**src/design/rtt_pkg.sv**
```systemverilog
// Shared constants for the region tag table: field widths, action and status codes.
// No dependencies; every other file of the block imports this package.
package rtt_pkg;

  localparam int DEF_ENTRIES   = 64;
  localparam int DEF_ADDR_BITS = 48;

  localparam int ACT_W   = 2;
  localparam int SIZE_W  = 32;
  localparam int TAG_W   = 8;
  localparam int ST_W    = 2;
  localparam int COUNT_W = 7;

  localparam logic [ACT_W-1:0] ACT_INSERT = 2'd0;
  localparam logic [ACT_W-1:0] ACT_REMOVE = 2'd1;
  localparam logic [ACT_W-1:0] ACT_CHECK  = 2'd2;

  localparam logic [ST_W-1:0] ST_OK   = 2'd0;
  localparam logic [ST_W-1:0] ST_FULL = 2'd1;
  localparam logic [ST_W-1:0] ST_DUP  = 2'd2;
  localparam logic [ST_W-1:0] ST_MISS = 2'd3;

endpackage

```
**src/design/rtt_cell.sv**
```systemverilog
// Storage cell of one table slot: valid bit, base, size and tag, with the
// base and coverage compares against the word passing by. Depends on rtt_pkg.
module rtt_cell #(
  parameter int ADDR_BITS = rtt_pkg::DEF_ADDR_BITS
) (
  input  logic                       clk,
  input  logic                       rst,
  input  logic                       set,
  input  logic                       clear,
  input  logic [ADDR_BITS-1:0]       set_base,
  input  logic [rtt_pkg::SIZE_W-1:0] set_size,
  input  logic [rtt_pkg::TAG_W-1:0]  set_tag,
  input  logic [ADDR_BITS-1:0]       probe,
  input  logic [rtt_pkg::TAG_W-1:0]  expect_tag,
  output logic                       valid,
  output logic                       base_hit,
  output logic                       covers,
  output logic                       tag_eq
);
  import rtt_pkg::*;

  localparam int CMP_W = (ADDR_BITS > SIZE_W) ? ADDR_BITS : SIZE_W;

  logic [ADDR_BITS-1:0] base;
  logic [SIZE_W-1:0]    size;
  logic [TAG_W-1:0]     tag;
  logic [ADDR_BITS:0]   diff;

  // addr in [base, base+size): no borrow, and offset below size
  assign base_hit = valid && (base == probe);
  assign diff     = {1'b0, probe} - {1'b0, base};
  assign covers   = valid && !diff[ADDR_BITS]
                    && (CMP_W'(diff[ADDR_BITS-1:0]) < CMP_W'(size));
  assign tag_eq   = (tag == expect_tag);

  always_ff @(posedge clk) begin
    if (rst) begin
      valid <= 1'b0;
    end else if (set) begin
      valid <= 1'b1;
    end else if (clear) begin
      valid <= 1'b0;
    end
  end

  always_ff @(posedge clk) begin
    if (set) begin
      base <= set_base;
      size <= set_size;
      tag  <= set_tag;
    end
  end

endmodule

```
**src/design/rtt_slot.sv**
```systemverilog
// One link of the slot chain: a storage cell plus a register stage that
// passes the request word on to the next slot. Depends on rtt_pkg and rtt_cell.
module rtt_slot #(
  parameter int ENTRIES   = rtt_pkg::DEF_ENTRIES,
  parameter int ADDR_BITS = rtt_pkg::DEF_ADDR_BITS,
  parameter int IDX       = 0,
  localparam int IDX_W    = (ENTRIES > 1) ? $clog2(ENTRIES) : 1,
  localparam int WORD_W   = 1 + rtt_pkg::ACT_W + ADDR_BITS + rtt_pkg::SIZE_W
                            + 2 * rtt_pkg::TAG_W + 2 + IDX_W + 2,
  localparam int WR_W     = 1 + IDX_W + ADDR_BITS + rtt_pkg::SIZE_W + rtt_pkg::TAG_W
) (
  input  logic              clk,
  input  logic              rst,
  input  logic [WORD_W-1:0] word_in,
  output logic [WORD_W-1:0] word_out,
  input  logic [WR_W-1:0]   wr_in
);
  import rtt_pkg::*;

  localparam logic [IDX_W-1:0] MY_IDX = IDX_W'(IDX);

  typedef struct packed {
    logic                 vld;
    logic [ACT_W-1:0]     action;
    logic [ADDR_BITS-1:0] addr;
    logic [SIZE_W-1:0]    size;
    logic [TAG_W-1:0]     tag;
    logic [TAG_W-1:0]     expect_tag;
    logic                 dup;
    logic                 have_free;
    logic [IDX_W-1:0]     free_idx;
    logic                 hit;
    logic                 match;
  } word_t;

  typedef struct packed {
    logic                 en;
    logic [IDX_W-1:0]     idx;
    logic [ADDR_BITS-1:0] base;
    logic [SIZE_W-1:0]    size;
    logic [TAG_W-1:0]     tag;
  } wr_t;

  word_t w_in;
  word_t w_next;
  word_t w_reg;
  wr_t   wr;

  logic valid;
  logic base_hit;
  logic covers;
  logic tag_eq;
  logic set;
  logic clear;

  assign w_in     = word_t'(word_in);
  assign wr       = wr_t'(wr_in);
  assign word_out = WORD_W'(w_reg);

  assign set   = wr.en && (wr.idx == MY_IDX);
  assign clear = w_in.vld && (w_in.action == ACT_REMOVE) && base_hit;

  rtt_cell #(
    .ADDR_BITS (ADDR_BITS)
  ) u_cell (
    .clk        (clk),
    .rst        (rst),
    .set        (set),
    .clear      (clear),
    .set_base   (wr.base),
    .set_size   (wr.size),
    .set_tag    (wr.tag),
    .probe      (w_in.addr),
    .expect_tag (w_in.expect_tag),
    .valid      (valid),
    .base_hit   (base_hit),
    .covers     (covers),
    .tag_eq     (tag_eq)
  );

  always_comb begin
    w_next = w_in;
    if (w_in.vld) begin
      case (w_in.action)
        ACT_INSERT: begin
          if (base_hit) begin
            w_next.dup = 1'b1;
          end
          if (!valid && !w_in.have_free) begin
            w_next.have_free = 1'b1;
            w_next.free_idx  = MY_IDX;
          end
        end
        ACT_REMOVE: begin
          if (base_hit) begin
            w_next.hit = 1'b1;
          end
        end
        ACT_CHECK: begin
          if (covers) begin
            w_next.hit = 1'b1;
            if (tag_eq) begin
              w_next.match = 1'b1;
            end
          end
        end
        default: ;
      endcase
    end
  end

  always_ff @(posedge clk) begin
    w_reg.action     <= w_next.action;
    w_reg.addr       <= w_next.addr;
    w_reg.size       <= w_next.size;
    w_reg.tag        <= w_next.tag;
    w_reg.expect_tag <= w_next.expect_tag;
    w_reg.dup        <= w_next.dup;
    w_reg.have_free  <= w_next.have_free;
    w_reg.free_idx   <= w_next.free_idx;
    w_reg.hit        <= w_next.hit;
    w_reg.match      <= w_next.match;
    if (rst) begin
      w_reg.vld <= 1'b0;
    end else begin
      w_reg.vld <= w_in.vld;
    end
  end

endmodule

```
**config.mk**
```make
export PLATFORM = sky130hd
export DESIGN_NAME = rtt_slot
export DESIGN_NICKNAME = d
export VERILOG_FILES = /design/src/design/rtt_pkg.sv /design/src/design/rtt_cell.sv /design/src/design/rtt_slot.sv
export SDC_FILE = /design/constraint.sdc
export NUM_CORES = 1
export LEC_CHECK = 0
export BUFFER_PORTS_ARGS = -buffer_cell sky130_fd_sc_hd__buf_4
export CAP_MARGIN = 25
export CORE_UTILIZATION = 30
export CTS_CLUSTER_SIZE = 12
export DETAILED_ROUTE_END_ITERATION = 8
export PLACE_DENSITY = 0.52
export RECOVER_POWER = 50
export REMOVE_ABC_BUFFERS = 1
export SYNTH_ARGS = -nofsm -noshare
export SYNTH_HDL_FRONTEND = slang
export SYNTH_SLANG_ARGS = --single-unit
```
**constraint.sdc**
```tcl
create_clock -name clk -period 16.6 [get_ports clk]
set_input_delay 2.49 -clock clk [delete_from_list [all_inputs] [get_ports clk]]
set_output_delay 2.49 -clock clk [all_outputs]
set_load 0.1 [all_outputs]
```
==> results_tabular.tex, run 1 <==
\begin{tabular}{lr}
\hline
Metric & Value \\
\hline
\multicolumn{2}{l}{\textbf{Outcome}} \\
Result of the run & finished, final reports clean \\
\multicolumn{2}{l}{\textbf{Placed design}} \\
Total of buffers placed on input and output ports & between 300 and 400 \\
Final Wtd Congestion & between 0.9 and 1 \\
Placed wire-length estimate & approximately 22000 um \\
\multicolumn{2}{l}{\textbf{Timing}} \\
Final number of max-transition violations & 0 \\
Clock skew & $\sim$0.013 ns \\
Setup repair after global routing missed its margin & no \\
\# setup viols final & 0 \\
Achievable Freq & $\sim$0.15 GHz \\
Tmin final & 6.81 ns \\
Worst slew pin tran & 1.18 ns \\
Total Neg Setup Slack & 0 ns \\
Number of hold violations in the final report & 0 \\
Max\_slew headroom & a little over a fifth \\
Hold Slack & between 0.5 and 0.6 ns \\
Final worst path period share & around two fifths \\
\multicolumn{2}{l}{\textbf{Route}} \\
Number of optimization iterations in the first detailed-route pass & 5 \\
Overall routed net length & roughly 27000 um \\
Count of antenna-violating nets left after detailed routing & 0 \\
Starting DRC count in detailed routing & between 300 and 400 \\
Vias per inst & around 4.8 \\
Average wire per standard cell & approximately 17 um \\
DRC Markers & 0 \\
Via Count & about 8000 \\
\multicolumn{2}{l}{\textbf{Run}} \\
Number of maximum-capacitance violations & 0 \\
\multicolumn{2}{l}{\textbf{Power}} \\
Clock share of power & between 30 and 40\% \\
Sequential share of power & a little over two fifths \\
Peak supply drop & just over 0.08 mV \\
Pint & between 0.8 and 0.9 mW \\
Switching share of total power & between 30 and 40\% \\
Net Switching & between 0.3 and 0.4 mW \\
Power after layout & roughly 1.2 mW \\
Proportion of power drawn by combinational gates & between 20\% and 30\% \\
Leakage power figure & 5.43 nW \\
Cell area power density & between 90 and 100 mW/mm\^{}2 \\
\multicolumn{2}{l}{\textbf{Logic synthesis}} \\
Number of cells produced by synthesis & 932 \\
Netlist cell types & 70 \\
Share of the synthesized area in the top cell type & 27.7\% \\
Post-Synthesis Mean Instance Area & between 10 and 15 um\^{}2 \\
Sequential element share of the synthesized area & 50.8\% \\
Post-synthesis register bit count & between 150 and 200 \\
Netlist area before placement & between 0.009 and 0.01 mm\^{}2 \\
Number of warnings printed during yosys synthesis & 0 \\
Fraction of registers with async set/reset & 0\% \\
Number of enable-type register cells in the synthesized netlist & 88 \\
Top cells by area, synth & sky130\_fd\_sc\_hd\_\_edfxtp\_1 28\%, sky130\_fd\_sc\_hd\_\_dfxtp\_1 23\%, sky130\_fd\_sc\_hd\_\_ha\_1 11\%, sky130\_fd\_sc\_hd\_\_a21oi\_1 3.9\%, sky130\_fd\_sc\_hd\_\_inv\_1 3.8\% \\
Post-synthesis cell type with the largest combined area & sky130\_fd\_sc\_hd\_\_edfxtp\_1 \\
Post-synth top flop & sky130\_fd\_sc\_hd\_\_dfxtp\_1 \\
\multicolumn{2}{l}{\textbf{Critical path}} \\
Worst Path Required & 16.98 ns \\
Crit end category & flop \\
Standard cell with the maximum stage delay on the critical path & sky130\_fd\_sc\_hd\_\_a211oi\_1 \\
Critical path class & in2reg \\
Sum of buffers and inverters on the critical path & 1 \\
Path length in cells of the critical path & 19 \\
List of cells traversed by the critical path & clkbuf\_4 > ha\_1 > nand4\_1 > a211oi\_1 > nor2\_1 > o41ai\_1 > o21ai\_1 > xnor2\_1 > ha\_1 > a211oi\_1 > o2111a\_1 > o221a\_2 > o211ai\_1 > a2111oi\_0 > o2111a\_1 > o2111ai\_1 > nor4\_4 > a41oi\_1 > a21oi\_1 \\
Largest delay share family, worst path & compound AO/OA/AOI/OAI gates \\
Launch instance of the worst register-to-register path & u\_cell.base[8]\$\_DFFE\_PP\_ \\
Critical Path End & word\_out[1]\$\_DFF\_P\_ \\
Arrival time of data at the critical path endpoint & between 7 and 8 ns \\
R2R depth & 19 \\
Maximum fanout encountered on the critical timing path & 7 \\
Reg-to-reg endpoint & word\_out[1]\$\_DFF\_P\_ \\
Largest incremental delay on the critical path & 0.51 ns \\
Source of the critical timing path & word\_in[66] \\
Flop-to-flop setup slack & roughly 12 ns \\
Startpoint class of the critical path & input pin \\
\multicolumn{2}{l}{\textbf{Global route}} \\
Number of antenna violations at the first check in global routing & 0 \\
Pin count of the biggest net entering global routing & between 40 and 50 \\
GRT Residual Overflow & 0 \\
Wire length of the first global-routing pass & $\sim$43000 um \\
Number of global-route vias before repair & $\sim$8000 \\
Total routing usage reported by global routing & 16.9\% \\
\multicolumn{2}{l}{\textbf{Clocking}} \\
Max Root-Sink Buffers & 2 \\
Worst-Skew Late Latency & roughly 0.45 ns \\
Cts bufs inserted & 17 \\
Clock slew at reported path FFs & approximately 0.080 ns \\
Clock Root Buffer & sky130\_fd\_sc\_hd\_\_clkbuf\_16 \\
Cts-stage hold buffer count & 0 \\
Clk sinks & roughly 200 \\
CTS tree & yes \\
CTS H-tree depth & 4 \\
Post-CTS Setup Bufs & 0 \\
Post-cts resize count & 0 \\
\multicolumn{2}{l}{\textbf{Layout}} \\
Count of inserted antenna diode cells & 0 \\
Layout cells sized above 1 & 25.7\% \\
Layout overhead on the synthesized area & 32.5\% \\
Number of nets in the finished design & 1523 \\
\multicolumn{2}{l}{\textbf{Floorplan}} \\
Die outline width & roughly 180 um \\
Std cell rows & 64 \\
Ports placed on the boundary & roughly 320 \\
Die extent in y & between 150 and 200 um \\
Initial Util & around 30\% \\
Placeable Area & 0.0309 mm\^{}2 \\
Die Area & about 0.032 mm\^{}2 \\
\multicolumn{2}{l}{\textbf{Hold path}} \\
Worst hold path class & reg2reg \\
\hline
\end{tabular}
==> flip-flops by register name, indices dropped and copies added, names as in the netlist <==
signal and count:
word_out 109, u_cell.base 48, u_cell.size 32, u_cell.tag 8, u_cell.valid 1
==> how the worst min path moves through the flow <==
stage / to / cells past startpoint / startpoint
after CTS: word_out[8]$_DFF_P_ / 1 / u_cell.valid$_SDFFE_PP0P_
final: word_out[8]$_DFF_P_ / 1 / u_cell.valid$_SDFFE_PP0P_
after global routing: word_out[8]$_DFF_P_ / 1 / u_cell.valid$_SDFFE_PP0P_
after floorplan: word_out[8]$_DFF_P_ / 1 / u_cell.valid$_SDFFE_PP0P_
after global placement: word_out[8]$_DFF_P_ / 1 / u_cell.valid$_SDFFE_PP0P_
after detailed placement: word_out[8]$_DFF_P_ / 1 / u_cell.valid$_SDFFE_PP0P_
==> power by group through the flow <==
stage	clock network (mW)	logic, mW	registers [mW]
floorplan	0	0.0784	0.644
global placement	0	0.272	0.539
finish	0.410	0.266	0.528
global route	0.445	0.283	0.529
CTS	0.428	0.274	0.528
detailed placement	0	0.273	0.539
==> Yosys cell counts (3+ instances only) <==
master and number:
sky130_fd_sc_hd__xor2_1 17, sky130_fd_sc_hd__ha_1 82, sky130_fd_sc_hd__o221a_2 3, sky130_fd_sc_hd__a31oi_1 7, sky130_fd_sc_hd__a22oi_1 3, sky130_fd_sc_hd__buf_2 18, sky130_fd_sc_hd__o31ai_1 3, sky130_fd_sc_hd__nor3_1 21
sky130_fd_sc_hd__edfxtp_1 88, sky130_fd_sc_hd__a21boi_0 3, sky130_fd_sc_hd__or3_1 6, sky130_fd_sc_hd__a211o_1 4, sky130_fd_sc_hd__o21ai_1 12, sky130_fd_sc_hd__o311ai_0 3, sky130_fd_sc_hd__mux2i_1 4, sky130_fd_sc_hd__a21oi_2 3
sky130_fd_sc_hd__dfxtp_1 110, sky130_fd_sc_hd__nor2_1 51, sky130_fd_sc_hd__nor2b_1 12, sky130_fd_sc_hd__xnor2_1 25, sky130_fd_sc_hd__inv_1 97, sky130_fd_sc_hd__a2111oi_0 3, sky130_fd_sc_hd__nor4_1 6, sky130_fd_sc_hd__nand2b_1 6
sky130_fd_sc_hd__o21ai_0 32, sky130_fd_sc_hd__nand3_1 16, sky130_fd_sc_hd__o21a_1 14, sky130_fd_sc_hd__clkbuf_1 13, sky130_fd_sc_hd__a21oi_1 74, sky130_fd_sc_hd__nand4_1 37, sky130_fd_sc_hd__a21o_1 15, sky130_fd_sc_hd__or2_2 4
sky130_fd_sc_hd__nand2_1 77, sky130_fd_sc_hd__o211ai_1 13, sky130_fd_sc_hd__o21bai_1 3, sky130_fd_sc_hd__a211oi_1 3
==> cell type report <==
| class | count | area (um^2) |
|---|---|---|
| Clock inverter | 15 | 155 |
| Multi-Input combinational cell | 604 | 4170 |
| Sequential cell | 198 | 4840 |
| Tap cell | 396 | 495 |
| Timing Repair Buffer | 316 | 2170 |
| Fill cell | 3143 | 18300 |
| Inverter | 97 | 364 |
| Clock buffer | 17 | 425 |
==> placed cells by master (no fill, tap or decap), types with 5 or more instances in the layout <==
cell                        count
sky130_fd_sc_hd__o21ai_0       32
sky130_fd_sc_hd__a21o_1        15
sky130_fd_sc_hd__a21oi_1       74
sky130_fd_sc_hd__nor4_1         5
sky130_fd_sc_hd__edfxtp_1      88
sky130_fd_sc_hd__o21ai_1       12
sky130_fd_sc_hd__buf_4        126
sky130_fd_sc_hd__nand2b_1       6
sky130_fd_sc_hd__dfxtp_1      110
sky130_fd_sc_hd__clkbuf_16     17
sky130_fd_sc_hd__a31oi_1        7
sky130_fd_sc_hd__nor2b_1       12
sky130_fd_sc_hd__nand2_1       77
sky130_fd_sc_hd__o211ai_1      13
sky130_fd_sc_hd__or3_1          6
sky130_fd_sc_hd__xnor2_1       25
sky130_fd_sc_hd__clkbuf_1      54
sky130_fd_sc_hd__inv_1         97
sky130_fd_sc_hd__nor2_1        51
sky130_fd_sc_hd__ha_1          82
sky130_fd_sc_hd__nand3_1       16
sky130_fd_sc_hd__clkbuf_4     136
sky130_fd_sc_hd__inv_6          7
sky130_fd_sc_hd__o21a_1        14
sky130_fd_sc_hd__nand4_1       37
sky130_fd_sc_hd__xor2_1        17
sky130_fd_sc_hd__nor3_1        21
==> kinds of logic (layout without fill, tap and decap cells) <==
kind of cell / after synthesis / count (layout) / share of synthesized area, %
buffers and inverters: 130 / 445 / 5.47
and+or+nand+nor: 250 / 250 / 13.0
DFF: 198 / 198 / 50.8
adders and majority gates: 83 / 83 / 11.0
muxes: 5 / 5 / 0.538
AOI/OAI and AO/OA: 224 / 224 / 15.3
xor gates and xnor gates: 42 / 42 / 3.86
==> routing by layer <==
metal / track usage, % / up-vias / wire length (um)
met4: 3.56 / 0 / 274
met5: 0 / - / 0
met1: 22.6 / 3657 / 12500
li1: - / 3961 / -
met3: 4.45 / 22 / 1940
met2: 27.4 / 300 / 12500
==> through the flow <==
step	std cells	setup slack, ns	area [um^2]	util (%)
floorplan	899	4.30	9380	-
global placement	1611	9.32	12200	39.6
detailed placement	1611	9.37	12200	39.6
CTS	1643	9.80	12800	41.5
global route	1643	9.27	12600	40.9
finish	1643	9.79	12600	40.9
(Power assumes the default switching activity.)
==> run 2: changes to the inputs <==
--- a/config.mk
+++ b/config.mk
@@ -10,7 +10,7 @@
 export CORE_UTILIZATION = 30
 export CTS_CLUSTER_SIZE = 12
 export DETAILED_ROUTE_END_ITERATION = 8
-export PLACE_DENSITY = 0.52
+export PLACE_DENSITY = 0.54
 export RECOVER_POWER = 50
 export REMOVE_ABC_BUFFERS = 1
 export SYNTH_ARGS = -nofsm -noshare
==> constraint.sdc (replaced) <==
create_clock -name clk -period 5.9 [get_ports clk]
set_input_delay 0.885 -clock clk [delete_from_list [all_inputs] [get_ports clk]]
set_output_delay 0.885 -clock clk [all_outputs]
set_load 0.1 [all_outputs]
==> run 2 against run 1 <==
Net effect:
- worst hold slack got worse by 0.038 ns
- setup slack lost 8.9 ns
- count of clock-buffer cells in the layout increased by 3
- core utilization decreased by 0.061 points
- die area is the same
- cell count up 0.18%
- routed wire length down 1.5%
- clock skew down 0.0047 ns
- non-clock buffer count up 2
- sequential cell count unchanged
- combinational power increased to 2.8 times the previous value
- critical path type unchanged
- critical endpoint unchanged
- largest power group unchanged
- highest routed layer unchanged
==> results_tabular.tex, run 2 (synthesis gave the netlist of run 1 again) <==
\begin{tabular}{lr}
\hline
Metric & Value \\
\hline
\multicolumn{2}{l}{\textbf{Run}} \\
Number of maximum-capacitance violations & 0 \\
\multicolumn{2}{l}{\textbf{Route}} \\
Via Count & around 7900 \\
Average wire per standard cell & about 16 um \\
Overall routed net length & about 27000 um \\
Count of antenna-violating nets left after detailed routing & 0 \\
DRC Markers & 0 \\
Starting DRC count in detailed routing & approximately 510 \\
Vias per inst & $\sim$4.8 \\
Number of optimization iterations in the first detailed-route pass & 7 \\
\multicolumn{2}{l}{\textbf{Global route}} \\
Number of antenna violations at the first check in global routing & 0 \\
Pin count of the biggest net entering global routing & between 40 and 50 \\
Wire length of the first global-routing pass & around 42000 um \\
GRT Residual Overflow & 0 \\
Number of global-route vias before repair & 7726 \\
Total routing usage reported by global routing & between 15 and 20\% \\
\multicolumn{2}{l}{\textbf{Timing}} \\
Number of hold violations in the final report & 0 \\
Achievable Freq & between 0.2 and 0.25 GHz \\
Tmin final & between 4 and 5 ns \\
Setup repair after global routing missed its margin & no \\
Final worst path period share & between 80\% and 90\% \\
\# setup viols final & 0 \\
Final number of max-transition violations & 0 \\
Max\_slew headroom & approximately 22\% \\
Hold Slack & 0.558 ns \\
Worst slew pin tran & 1.17 ns \\
Clock skew & 0.00835 ns \\
Worst Setup Slack, final & between 0.9 and 1 ns \\
\multicolumn{2}{l}{\textbf{Hold path}} \\
Worst hold path class & in2reg \\
Critical hold path startpoint & word\_in[57] \\
\multicolumn{2}{l}{\textbf{Floorplan}} \\
Std cell rows & 64 \\
Die Area & between 0.03 and 0.04 mm\^{}2 \\
Die extent in y & 180 um \\
Placeable Area & 0.0309 mm\^{}2 \\
Die outline width & roughly 180 um \\
Ports placed on the boundary & roughly 320 \\
Initial Util & approximately 31\% \\
\multicolumn{2}{l}{\textbf{Critical path}} \\
Critical path class & in2reg \\
Standard cell with the maximum stage delay on the critical path & sky130\_fd\_sc\_hd\_\_o41ai\_1 \\
Maximum fanout encountered on the critical timing path & 8 \\
Arrival time of data at the critical path endpoint & 5.38 ns \\
Sum of buffers and inverters on the critical path & 1 \\
Launch instance of the worst register-to-register path & u\_cell.base[5]\$\_DFFE\_PP\_ \\
List of cells traversed by the critical path & clkbuf\_1 > ha\_1 > nand4\_1 > a211oi\_1 > nor2\_1 > o41ai\_1 > o21ai\_1 > xnor2\_1 > ha\_1 > a211oi\_1 > o2111a\_1 > o221a\_2 > o211ai\_1 > a2111oi\_0 > o2111a\_1 > o2111ai\_1 > nor4\_4 > a41oi\_1 > a21oi\_1 \\
Startpoint class of the critical path & input pin \\
Crit end category & flop \\
Largest incremental delay on the critical path & 0.52 ns \\
Source of the critical timing path & word\_in[63] \\
Largest delay share family, worst path & compound AO/OA/AOI/OAI gates \\
Worst Path Required & approximately 6.3 ns \\
\multicolumn{2}{l}{\textbf{Clocking}} \\
Cts-stage hold buffer count & 0 \\
Worst-Skew Late Latency & 0.44 ns \\
Clock Root Buffer & sky130\_fd\_sc\_hd\_\_clkbuf\_16 \\
Cts bufs inserted & 17 \\
Post-CTS Setup Bufs & 0 \\
Clock slew at reported path FFs & $\sim$0.070 ns \\
Clk sinks & 198 \\
CTS tree & yes \\
CTS H-tree depth & 4 \\
Max Root-Sink Buffers & 2 \\
Post-cts resize count & 0 \\
\multicolumn{2}{l}{\textbf{Placed design}} \\
Final Wtd Congestion & a little under 0.9 \\
Cells after DPL & between 1500 and 2000 \\
Placed wire-length estimate & roughly 22000 um \\
Post-Place Worst Slack & $\sim$0.47 ns \\
Total of buffers placed on input and output ports & around 310 \\
\multicolumn{2}{l}{\textbf{Layout}} \\
Count of filler cells inserted in the layout & between 3000 and 4000 \\
Number of flip-flops in the largest register & between 100 and 150 \\
Commonest cells after routing, fill and taps aside & 131 x sky130\_fd\_sc\_hd\_\_clkbuf\_4, 128 x sky130\_fd\_sc\_hd\_\_buf\_4, 110 x sky130\_fd\_sc\_hd\_\_dfxtp\_1 \\
Layout overhead on the synthesized area & 32.3\% \\
Layout cells sized above 1 & between 20 and 30\% \\
Final core occ & 40.8\% \\
Number of nets in the finished design & 1525 \\
Layout Cells excl Fill & $\sim$1600 \\
Commonest non-fill, non-tap cell in the layout & sky130\_fd\_sc\_hd\_\_clkbuf\_4 \\
\multicolumn{2}{l}{\textbf{Power}} \\
Peak supply drop & 0.217 mV \\
Leakage power figure & $\sim$5.4 nW \\
Cell area power density & 267 mW/mm\^{}2 \\
Power after layout & roughly 3.4 mW \\
\multicolumn{2}{l}{\textbf{Outcome}} \\
Result of the run & finished, final reports clean \\
\hline
\end{tabular}
## run 2: routing by layer
metal	global-route usage, %	part of all wire, %	vias up
li1	-	-	3953
met3	3.78	5.5	20
met2	27.4	47	236
met4	5.09	1.5	0
met5	0	0	-
met1	21.9	46	3644
## run 2: report_power, final
part	leakage, nW	internal, mW	switching, mW
clock network	0.273	0.601	0.533
logic	3.42	0.226	0.520
registers	1.72	1.47	0.0109
total	5.41	2.30	1.06
## run 2: through the flow
stage | TNS (ns) | cell area [um^2]
2_1_floorplan | -426.22 | 9380
3_3_place_gp | 0 | 12300
3_5_place_dp | 0 | 12300
4_1_cts | 0 | 12800
5_1_grt | 0 | 12600
6_report | 0 | 12600
## run 2: area by class of cell
class | count | area [um^2] | area share, %
Multi-Input combinational cell | 604 | 4170 | 33.1
Clock buffer | 20 | 447 | 3.54
Antenna cell | 1 | 2.50 | 0.0198
Clock inverter | 12 | 116 | 0.923
Inverter | 97 | 364 | 2.89
Tap cell | 396 | 495 | 3.93
Sequential cell | 198 | 4840 | 38.4
Timing Repair Buffer | 318 | 2170 | 17.2
## run 2: path summary, 6_finish.rpt
kind                                              to  slack, ns  cells after the start
worst max-delay path             word_out[1]$_DFF_P_       0.90                     19
worst min-delay path            word_out[57]$_DFF_P_       0.56                      1
worst min register to register   word_out[8]$_DFF_P_       0.60                      1
worst max register to register   word_out[1]$_DFF_P_       1.08                     19
==> run 3: changes to the inputs <==
==> constraint.sdc (replaced) <==
create_clock -name clk -period 4.38 [get_ports clk]
set_input_delay 0.657 -clock clk [delete_from_list [all_inputs] [get_ports clk]]
set_output_delay 0.657 -clock clk [all_outputs]
set_load 0.1 [all_outputs]
==> run 3 against run 2 <==
Net effect:
- first-iteration DRC count fell by 24%
- die area unchanged
- sequential share of layout area shrank 4.3 points
- critical path depth is 2 higher
- largest cell class unchanged
- cell count is 9.0% higher
- total power up 37%
- clock skew down 0.0016 ns
==> results_tabular.tex, run 3 (synthesis gave the netlist of run 1 again) <==
\begin{tabular}{lr}
\hline
Metric & Value \\
\hline
\multicolumn{2}{l}{\textbf{Route}} \\
Number of optimization iterations in the first detailed-route pass & 5 \\
DRC Markers & 0 \\
Vias per inst & around 4.7 \\
Via Count & around 8400 \\
Count of antenna-violating nets left after detailed routing & 0 \\
Average wire per standard cell & between 15 and 20 um \\
Overall routed net length & 28400 um \\
Starting DRC count in detailed routing & 390 \\
\multicolumn{2}{l}{\textbf{Critical path}} \\
List of cells traversed by the critical path & inv\_2 > ha\_4 > buf\_6 > a21o\_1 > a2111oi\_4 > o21ai\_4 > buf\_4 > a21oi\_2 > xnor2\_1 > ha\_1 > nand4\_1 > buf\_4 > nor2\_1 > a22oi\_1 > o211ai\_1 > a2111oi\_2 > o2111a\_1 > o2111ai\_2 > nor4\_4 > nand4b\_1 > a21oi\_2 \\
Arrival time of data at the critical path endpoint & 4.68 ns \\
Crit end category & flop \\
Largest incremental delay on the critical path & between 0.3 and 0.4 ns \\
Maximum fanout encountered on the critical timing path & 4 \\
Largest delay share family, worst path & compound AO/OA/AOI/OAI gates \\
Standard cell with the maximum stage delay on the critical path & sky130\_fd\_sc\_hd\_\_a2111oi\_4 \\
Sum of buffers and inverters on the critical path & 4 \\
Startpoint class of the critical path & flop \\
Critical path class & reg2reg \\
Worst Path Required & 4.76 ns \\
\multicolumn{2}{l}{\textbf{Layout}} \\
Layout Cells excl Fill & about 1800 \\
Count of inserted antenna diode cells & 0 \\
Number of nets in the finished design & 1674 \\
Count of filler cells inserted in the layout & roughly 3100 \\
Layout overhead on the synthesized area & 49.1\% \\
Commonest non-fill, non-tap cell in the layout & sky130\_fd\_sc\_hd\_\_buf\_4 \\
Commonest cells after routing, fill and taps aside & 268 x sky130\_fd\_sc\_hd\_\_buf\_4, 134 x sky130\_fd\_sc\_hd\_\_clkbuf\_4, 110 x sky130\_fd\_sc\_hd\_\_dfxtp\_1 \\
Layout cells sized above 1 & approximately two fifths \\
Number of flip-flops in the largest register & $\sim$110 \\
\multicolumn{2}{l}{\textbf{Placed design}} \\
Final Wtd Congestion & 0.893 \\
Cells after DPL & $\sim$1800 \\
Placed wire-length estimate & between 20000 and 25000 um \\
Total of buffers placed on input and output ports & $\sim$310 \\
\multicolumn{2}{l}{\textbf{Global route}} \\
Number of global-route vias before repair & between 8000 and 9000 \\
GRT Residual Overflow & 0 \\
Pin count of the biggest net entering global routing & 90 \\
Wire length of the first global-routing pass & around 44000 um \\
Number of antenna violations at the first check in global routing & 0 \\
Total routing usage reported by global routing & 17.5\% \\
\multicolumn{2}{l}{\textbf{Clocking}} \\
Max Root-Sink Buffers & 2 \\
CTS H-tree depth & 4 \\
Worst-Skew Late Latency & between 0.4 and 0.5 ns \\
Clock slew at reported path FFs & 0.07 ns \\
Clk sinks & between 150 and 200 \\
Cts bufs inserted & 17 \\
Clock Root Buffer & sky130\_fd\_sc\_hd\_\_clkbuf\_16 \\
CTS tree & yes \\
\multicolumn{2}{l}{\textbf{Timing}} \\
Final worst path period share & a little over nine tenths \\
Achievable Freq & approximately 0.23 GHz \\
Worst slew pin tran & 1.16 ns \\
Setup repair after global routing missed its margin & yes \\
\# setup viols final & 0 \\
Clock skew & about 0.0067 ns \\
Max\_slew headroom & $\sim$23\% \\
Number of hold violations in the final report & 0 \\
Final number of max-transition violations & 0 \\
Tmin final & roughly 4.3 ns \\
\multicolumn{2}{l}{\textbf{Floorplan}} \\
Die extent in y & 180 um \\
Placeable Area & 0.0309 mm\^{}2 \\
Std cell rows & 64 \\
Ports placed on the boundary & 315 \\
Initial Util & a little under a third \\
Die outline width & 180 um \\
Die Area & between 0.03 and 0.04 mm\^{}2 \\
\multicolumn{2}{l}{\textbf{Power}} \\
Cell area power density & about 320 mW/mm\^{}2 \\
Leakage power figure & 6.22 nW \\
Power after layout & roughly 4.6 mW \\
Peak supply drop & roughly 0.25 mV \\
\multicolumn{2}{l}{\textbf{Run}} \\
Number of maximum-capacitance violations & 0 \\
\multicolumn{2}{l}{\textbf{Hold path}} \\
Worst hold path class & in2reg \\
\multicolumn{2}{l}{\textbf{Outcome}} \\
Result of the run & finished, final reports clean \\
\hline
\end{tabular}
run 3: cell types whose count changed in the layout (fill, tap and decap cells not counted), sizes merged:
cell and delta:
clkinv +3, inv +1, buf +150, clkinvlp -1, clkbuf -3, diode -1, bufinv -1
run 3: repair_timing:
| action | in CTS | in global routing |
|---|---|---|
| hold buffers | 0 | 0 |
| buffers inserted | 9 | 6 |
| pin swaps | 39 | 29 |
| resized for setup | 60 | 41 |
| setup endpoints to repair | 2 | 2 |
run 3: area by class of cell:
class	instances	area, um^2	area share (%)
flip-flops and latches	198	4840	34.1
multi-input cells	604	4630	32.6
repair buffers	467	3350	23.6
well taps	396	495	3.49
clock buffers	18	429	3.02
inverters	97	364	2.56
clock inverters	14	97.6	0.687
run 3: worst paths after layout:
| path | end | cells after the start | slack (ns) | startpoint |
|---|---|---|---|---|
| worst max-delay path | word_out[1]$_DFF_P_ | 21 | 0.08 | u_cell.base[4]$_DFFE_PP_ |
| worst min-delay path | word_out[57]$_DFF_P_ | 1 | 0.33 | word_in[57] |
| worst min register to register | word_out[8]$_DFF_P_ | 1 | 0.58 | u_cell.valid$_SDFFE_PP0P_ |
| worst max register to register | word_out[1]$_DFF_P_ | 21 | 0.08 | u_cell.base[4]$_DFFE_PP_ |
run 3: layer usage:
| metal | up-vias | wire length, um | GRT usage [%] |
|---|---|---|---|
| met1 | 3952 | 13100 | 22.9 |
| met3 | 12 | 1280 | 3.46 |
| met2 | 211 | 13800 | 29.4 |
| met5 | - | 0 | 0 |
| li1 | 4253 | - | - |
| met4 | 0 | 263 | 4.68 |
run 3: where the power goes:
group | internal, mW | switching [mW]
registers | 1.99 | 0.0146
clock network | 0.731 | 0.724
logic | 0.406 | 0.744
run 3: stage by stage:
stage / setup TNS (ns) / worst slack (ns) / hold slack (ns) / utilization [%] / instance area (um^2)
CTS: 0 / 0.00305 / 0.272 / 45.8 / 14200
global route: -0.258 / -0.168 / 0.293 / 46.0 / 14200
global placement: -0.888 / -0.473 / 0.555 / 43.1 / 13300
finish: 0 / 0.0838 / 0.331 / 46.0 / 14200
detailed placement: -1.02 / -0.534 / 0.557 / 43.1 / 13300
floorplan: -541.20 / -6.09 / 0.463 / - / 9380
run 3: worst reg2reg max path: stages (launching register included):
cell                        delay (ns)
sky130_fd_sc_hd__edfxtp_1         0.38
sky130_fd_sc_hd__inv_2            0.08
sky130_fd_sc_hd__ha_4             0.21
sky130_fd_sc_hd__buf_6            0.13
sky130_fd_sc_hd__a21o_1           0.21
sky130_fd_sc_hd__a2111oi_4        0.39
sky130_fd_sc_hd__o21ai_4          0.13
sky130_fd_sc_hd__buf_4            0.16
sky130_fd_sc_hd__a21oi_2          0.15
sky130_fd_sc_hd__xnor2_1          0.13
sky130_fd_sc_hd__ha_1             0.26
sky130_fd_sc_hd__nand4_1          0.17
sky130_fd_sc_hd__buf_4            0.14
sky130_fd_sc_hd__nor2_1           0.03
sky130_fd_sc_hd__a22oi_1          0.22
sky130_fd_sc_hd__o211ai_1         0.14
sky130_fd_sc_hd__a2111oi_2        0.35
sky130_fd_sc_hd__o2111a_1         0.25
sky130_fd_sc_hd__o2111ai_2        0.12
sky130_fd_sc_hd__nor4_4           0.26
sky130_fd_sc_hd__nand4b_1         0.16
sky130_fd_sc_hd__a21oi_2          0.16
